[config.mk]
export PLATFORM = sky130hd
export DESIGN_NAME = c8ic_ram
export DESIGN_NICKNAME = d
export VERILOG_FILES = /design/src/rtl/assert_macros.svh /design/src/rtl/c8ic_ram.sv
export SDC_FILE = /design/constraint.sdc
export NUM_CORES = 1
export LEC_CHECK = 0
export ABC_AREA = 1
export BUFFER_PORTS_ARGS = -buffer_cell sky130_fd_sc_hd__buf_4
export CORE_MARGIN = 3
export CORE_UTILIZATION = 53
export CTS_BUF_LIST = sky130_fd_sc_hd__clkbuf_8
export DETAILED_ROUTE_END_ITERATION = 16
export MAX_ROUTING_LAYER = met4
export PLACE_DENSITY = 0.76
export SYNTH_ARGS = -nofsm -noshare
export SYNTH_HDL_FRONTEND = slang
export SYNTH_SLANG_ARGS = --single-unit
[constraint.sdc]
create_clock -name clk -period 3.65 [get_ports clk]
set_input_delay 0.73 -clock clk [delete_from_list [all_inputs] [get_ports clk]]
set_output_delay 0.73 -clock clk [all_outputs]
set_load 0.1 [all_outputs]
[src/rtl/assert_macros.svh]
// Assertion helpers shared by the RTL files.
// Each macro samples on clk and is disabled while rst is high.
`ifndef ASSERT_MACROS_SVH
`define ASSERT_MACROS_SVH

// Property must hold at every clock edge outside reset.
`define ASSERT_CLK(label, prop, msg) \
  label: assert property (@(posedge clk) disable iff (rst) (prop)) else $error(msg);

// Antecedent implies consequent in the next cycle.
`define ASSERT_NEXT(label, ante, cons, msg) \
  label: assert property (@(posedge clk) disable iff (rst) (ante) |=> (cons)) else $error(msg);

`endif

[src/rtl/c8ic_ram.sv]
// ----------------------------------------------------------------------------
// c8ic_ram
// Generic single-write, single-read RAM with registered read data.
// ----------------------------------------------------------------------------
`default_nettype none

module c8ic_ram #(
  parameter int WIDTH = 8,
  parameter int DEPTH = 16
) (
  input  wire logic                     clk,
  input  wire logic                     we,
  input  wire logic [$clog2(DEPTH)-1:0] waddr,
  input  wire logic [WIDTH-1:0]         wdata,
  input  wire logic [$clog2(DEPTH)-1:0] raddr,
  output logic      [WIDTH-1:0]         rdata
);

  logic [WIDTH-1:0] mem [DEPTH];

  always_ff @(posedge clk) begin
    if (we) begin
      mem[waddr] <= wdata;
    end
    rdata <= mem[raddr];
  end

endmodule

`default_nettype wire

==> impl_metrics.env, run 1 <==
export IMPL_fmax_mhz=529.4
export IMPL_place_gp_congestion=0.8178
export IMPL_yosysMostFrequentCell="nand2_1"
export IMPL_syn2layout_area_growth_pct=10.18
export IMPL_fin_skew_ps=13.68
export IMPL_die_h_um=110.3
export IMPL_ys_seq_area_frac=0.6943
export IMPL_synth_seq_cells=136
export IMPL_rows=37
export IMPL_ys_top_cells_by_area="edfxtp_1, nand2_1, nand3_1, inv_1, dfxtp_1"
export IMPL_maxCapViolCount=0
export IMPL_hold_violations=0
export IMPL_post_cts_resized=0
export IMPL_track_usage=0.2294
export IMPL_finalSetupViolCount=0
export IMPL_holdBufCountCts=0
export IMPL_grt_pass1_wl_um=19560
export IMPL_viasPerCell=5.200
export IMPL_htree_levels=4
export IMPL_slew_headroom=0.2896
export IMPL_yosys_top_cells_count="nand2_1, edfxtp_1, inv_1"
export IMPL_dr_pass1_iters=6
export IMPL_grt_pass1_vias=3711
export IMPL_synthCells=551
export IMPL_core_area_um2=10460
export IMPL_final_cell_count_no_fill=721
export IMPL_async_reset_ff_frac=0
export IMPL_hp_class="primary input to register"
export IMPL_dpl_cell_area_um2=5966
export IMPL_tightest_slew_ps=1064
export IMPL_crit_type="primary input to register"
export IMPL_finalCritPeriodShare=0.5175
export IMPL_powerDensity_nw_per_um2=508.2
export IMPL_synth_warnings=0
export IMPL_gr_total_overflow=0
export IMPL_synth_ff_type="edfxtp_1"
export IMPL_cts_buffer_depth=2
export IMPL_crit_fanout=64
export IMPL_fin_area_um2=6354
export IMPL_wire_per_inst_um=16.72
export IMPL_syn_nets=569
export IMPL_cts_tree="built"
export IMPL_antenna_found_initial=0
export IMPL_layout_nets=590
export IMPL_start_util=0.5512
export IMPL_avgSynthCellArea_um2=10.47
export IMPL_layout_drive_gt1_share=0.09744
export IMPL_post_route_drc_count=0
export IMPL_synth_top_area_share=0.6665
export IMPL_peakVddDrop_mv=0.2221
export IMPL_postCtsSetupRepairBufs=0
export IMPL_synth_enable_flop_cells=128
export IMPL_status="complete, no violations"
export IMPL_die_area_um2=12170
export IMPL_dp_cells=689
export IMPL_leakage_uw=0.002726
export IMPL_syn_cell_area_um2=5767
export IMPL_cts_sinks=136
export IMPL_ant_nets=0
export IMPL_drtIter0Drc=335
export IMPL_clk_latency_ps=430
export IMPL_routed_wl_um=12060
export IMPL_cp_start_kind="primary input"
export IMPL_antennaDiodeCount=0
export IMPL_finalCriticalPeriod_ps=1889
export IMPL_clkTransAtPathRegs_ps=90
export IMPL_rsz0062_at_grt="false"
export IMPL_cp_arrival_ps=2210
export IMPL_setup_tns_ps=0
export IMPL_hpwl_um=7255
export IMPL_cts_buffers_inserted=17
export IMPL_crit_required_ps=3970
export IMPL_ios=26
export IMPL_die_w_um=110.3
export IMPL_end_kind="register"
export IMPL_num_vias=3749
export IMPL_port_buffers=25
export IMPL_synth_top_cell_by_area="edfxtp_1"
export IMPL_synthDistinctLibCells=12
export IMPL_grt_max_degree=65
export IMPL_drv_slew=0
export IMPL_ctsRootBufferMaster="clkbuf_8"
routing by layer:
layer	track usage	vias to the layer above	part of all wire
met2	0.3795	146	0.51
li1	-	1810	-
met3	0.04718	25	0.067
met4	0.08971	0	0.030
met1	0.2792	1768	0.39
met5	-	-	0
sequential cells by signal (all words and copies together), names as in the netlist:
register / flops
rdata: 8
mem: 128
where the power goes:
part           internal (uW)  switching [uW]  leakage [uW]  total [uW]
clock                    608             584      0.000185        1190
sequential              1740            10.5       0.00122        1750
combinational           66.5             216       0.00132         283
total                   2420             811       0.00273        3230
worst paths after layout:
check	start	end	slack [ps]	cells after the start
hold reg to reg	mem[14][0]	rdata[0]	680	6
setup / recovery	raddr[0]	rdata[3]	1760	7
setup reg to reg	mem[1][0]	rdata[0]	2590	6
hold / removal	wdata[6]	mem[9][6]	630	1
per-stage QoR:
stage | utilization | power, uW | worst slack [ps] | hold slack, ps
finish | 0.6073 | 3229 | 1761 | 629.1
CTS | 0.6073 | 3234 | 1793 | 616.5
global placement | 0.5702 | 2067 | 1330 | 634.3
floorplan | - | 1984 | 1969 | 607.4
detailed placement | 0.5702 | 2072 | 1337 | 652.9
global route | 0.6073 | 3347 | 1590 | 617.2
logic make-up (layout without fill, tap and decap cells):
family | count (synthesis) | in the layout | synth area share
buffers and inverters | 126 | 160 | 0.09525
flip-flops | 136 | 136 | 0.6943
AND/OR/NAND/NOR | 289 | 289 | 0.2105
worst max-delay path, stage by stage:
cell     delay [ps]
buf_4           110
inv_2           750
nand2_1         100
nand3_1         130
nand3_1         120
nand3_1         150
nand2_1          70
final cells by class:
| cell class | count | area, um2 |
|---|---|---|
| well taps | 136 | 170.2 |
| fillers | 835 | 4109 |
| inverters | 102 | 382.9 |
| clock buffers | 17 | 234.0 |
| repair buffers | 26 | 195.2 |
| multi-input cells | 289 | 1214 |
| flip-flops and latches | 136 | 4004 |
| clock inverters | 15 | 153.9 |
cells in the final DEF (no fill, tap or decap), types with 3 or more instances in the layout:
cell / count
nand2_1: 173
edfxtp_1: 128
inv_1: 101
nand3_1: 97
buf_4: 26
nor2_1: 17
clkbuf_8: 17
dfxtp_1: 8
clkinvlp_4: 4
clkinv_4: 3
inv_6: 3
(Power assumes the default switching activity.)
==> run 2, diff against run 1 <==
Settings changed: ABC_AREA 1 to 0, PLACE_DENSITY 0.76 to 0.77.
Clock period 3.65 ns to 2 ns, I/O delays scaled along.
==> run 2 against run 1 <==
- global-route usage is 4.4 points lower
- setup slack worse by 1300 ps
- non-clock buffer count is 21 higher
- utilization is 3.6 points higher
- via count is 35% lower
- area after synthesis is 11% lower
- first-iteration DRC count is 53% lower
- combinational power is 60% higher
- synthesized cell count is 58% lower
- highest routed layer unchanged
==> impl_metrics.env, run 2 <==
export IMPL_antenna_found_initial=0
export IMPL_largest_reg_flops=128
export IMPL_layout_nets=303
export IMPL_synth_enable_flop_cells=128
export IMPL_viasPerCell=5.684
export IMPL_finalPower_uw=5769
export IMPL_leakage_uw=0.002027
export IMPL_grt_pass1_wl_um=14280
export IMPL_internal_power_uw=4445
export IMPL_final_common_cell="edfxtp_1"
export IMPL_syn2layout_area_growth_pct=16.58
export IMPL_crit_required_ps=1600
export IMPL_regMostFlops="mem"
export IMPL_core_area_um2=9328
export IMPL_crit_type="register to primary output"
export IMPL_cts_buffer_depth=2
export IMPL_syn_cell_area_um2=5147
export IMPL_cp_start_kind="register"
export IMPL_yosysMostFrequentCell="edfxtp_1"
export IMPL_rr_startpoint="mem[1][0]"
export IMPL_finalSetupViolCount=0
export IMPL_fillCellCount=603
export IMPL_p_sw_uw=1324
export IMPL_cp_buffers_inverters=1
export IMPL_layout_drive_gt1_share=0.3221
export IMPL_pwr_share_seq=0.555
export IMPL_synth_top_cell_by_area="edfxtp_1"
export IMPL_drtIter0Drc=157
export IMPL_startpoint="rdata[0]"
export IMPL_async_reset_ff_frac=0
export IMPL_finalCriticalPeriod_ps=1527
export IMPL_peakVddDrop_mv=0.3856
export IMPL_num_vias=2427
export IMPL_ios=26
export IMPL_end_kind="primary output"
export IMPL_synth_warnings=0
export IMPL_postCtsSetupRepairBufs=0
export IMPL_ys_top_cells_by_area="edfxtp_1, mux4_2, mux4_1, dfxtp_1, a22oi_1"
export IMPL_die_area_um2=10930
export IMPL_utilization=0.6433
export IMPL_routed_wl_um=9157
export IMPL_fmax_mhz=654.7
export IMPL_finalCritPeriodShare=0.7637
export IMPL_reg2reg_depth=3
export IMPL_setup_tns_ps=0
export IMPL_slew_headroom=0.6894
export IMPL_crit_cells=1
export IMPL_synth_top_area_share=0.7467
export IMPL_holdBufCountCts=0
export IMPL_place_ws_ps=175.0
export IMPL_clk_latency_ps=420
export IMPL_syn_nets=247
export IMPL_clockPowerShare=0.366
export IMPL_crit_fanout=1
export IMPL_clkTransAtPathRegs_ps=80
export IMPL_hold_violations=0
export IMPL_powerDensity_nw_per_um2=961.4
export IMPL_synthCells=229
export IMPL_crit_slowest_cell="dfxtp_1"
export IMPL_fin_ws_ps=472.7
export IMPL_synth_seq_cells=136
export IMPL_worstSetupEndpoint="rdata[0]"
export IMPL_avgSynthCellArea_um2=22.48
export IMPL_maxCapViolCount=0
export IMPL_critPathMaxStageDelay_ps=400
export IMPL_rows=35
export IMPL_dr_pass1_iters=4
export IMPL_wire_per_inst_um=21.44
export IMPL_largestRegisters="mem (128), rdata (8)"
export IMPL_die_w_um=104.6
export IMPL_track_usage=0.1858
export IMPL_final_cell_mix="edfxtp_1, buf_4, mux4_2"
export IMPL_rsz0062_at_grt="false"
export IMPL_drv_slew=0
export IMPL_cts_sinks=136
export IMPL_place_gp_congestion=0.7826
export IMPL_fin_skew_ps=8.502
export IMPL_final_cell_count_no_fill=427
export IMPL_p_comb_frac=0.078
export IMPL_status="complete, no violations"
export IMPL_post_cts_resized=0
export IMPL_tightest_slew_ps=464.2
export IMPL_start_util=0.5518
export IMPL_synthDistinctLibCells=19
export IMPL_yosys_top_cells_count="edfxtp_1, mux4_2, a22oi_1"
export IMPL_ctsRootBufferMaster="clkbuf_8"
export IMPL_r2r_end="rdata[0]"
export IMPL_grt_pass1_vias=2467
export IMPL_worstPathCellList="buf_4"
export IMPL_antennaDiodeCount=0
export IMPL_synth_ff_type="edfxtp_1"
export IMPL_ys_seq_area_frac=0.7778
export IMPL_dp_cells=395
export IMPL_hp_class="primary input to register"
export IMPL_htree_levels=4
export IMPL_ant_nets=0
export IMPL_cts_buffers_inserted=17
export IMPL_worst_r2r_setup_slack_ps=510
export IMPL_post_route_drc_count=0
export IMPL_cts_tree="built"
export IMPL_hpwl_um=5989
export IMPL_port_buffers=25
export IMPL_p_sw_frac=0.2295
export IMPL_gr_total_overflow=0
export IMPL_grt_max_degree=17
export IMPL_cpLargestDelayFamily="flip-flops"
export IMPL_cp_arrival_ps=1130
export IMPL_die_h_um=104.6
-- run 2: area by class of cell --
class	instances	area (um2)	share of cell area
Sequential cell	136	4004	0.6672
Multi-Input combinational cell	83	1057	0.1762
Clock buffer	17	234.0	0.03899
Timing Repair Buffer	47	390.4	0.06505
Clock inverter	15	153.9	0.02565
Tap cell	129	161.4	0.02690
-- run 2: cells by family (layout without fill, tap and decap cells) --
kind of cell / count (synthesis) / count (layout) / synth area share
DFF: 136 / 136 / 0.7778
AOI/OAI and AO/OA: 16 / 16 / 0.02334
and+or+nand+nor: 35 / 35 / 0.03184
muxes: 32 / 32 / 0.1502
buffers and inverters: 10 / 79 / 0.01677
-- run 2: power groups by stage --
stage,sequential (uW),combinational (uW),clock (uW)
detailed placement,3270,458,0
global route,3210,480,2290
CTS,3210,458,2160
global placement,3270,451,0
finish,3200,452,2110
floorplan,3400,162,0
-- run 2: how the worst min path moves through the flow --
stage	slack, ps	to	depth (start not counted)	from
floorplan	500	mem[0][0]	0	wdata[0]
global placement	650	rdata[4]	3	mem[15][4]
detailed placement	660	rdata[4]	3	mem[13][4]
CTS	260	mem[8][3]	1	wdata[3]
global route	270	mem[9][2]	1	wdata[2]
finish	280	mem[8][3]	1	wdata[3]
-- run 2: layer usage --
| metal | wire [um] | vias up | global-route usage |
|---|---|---|---|
| met5 | 0 | - | - |
| met4 | 150 | 0 | 0.06458 |
| met3 | 539 | 10 | 0.04200 |
| met2 | 4604 | 81 | 0.2781 |
| met1 | 3862 | 1251 | 0.2566 |
| li1 | - | 1085 | - |
-- run 2: stage by stage --
| step | hold WS, ps | area [um2] |
|---|---|---|
| 6_report | 279.1 | 6001 |
| 3_3_place_gp | 650.4 | 5613 |
| 5_1_grt | 272.6 | 6001 |
| 2_1_floorplan | 498.9 | 5147 |
| 4_1_cts | 257.8 | 6001 |
| 3_5_place_dp | 661.4 | 5613 |
-- run 2: worst register-to-register path, stage by stage, from the launching register on --
cell	delay, ps
edfxtp_1	370
mux4_1	510
a22oi_1	380
nand2_1	110
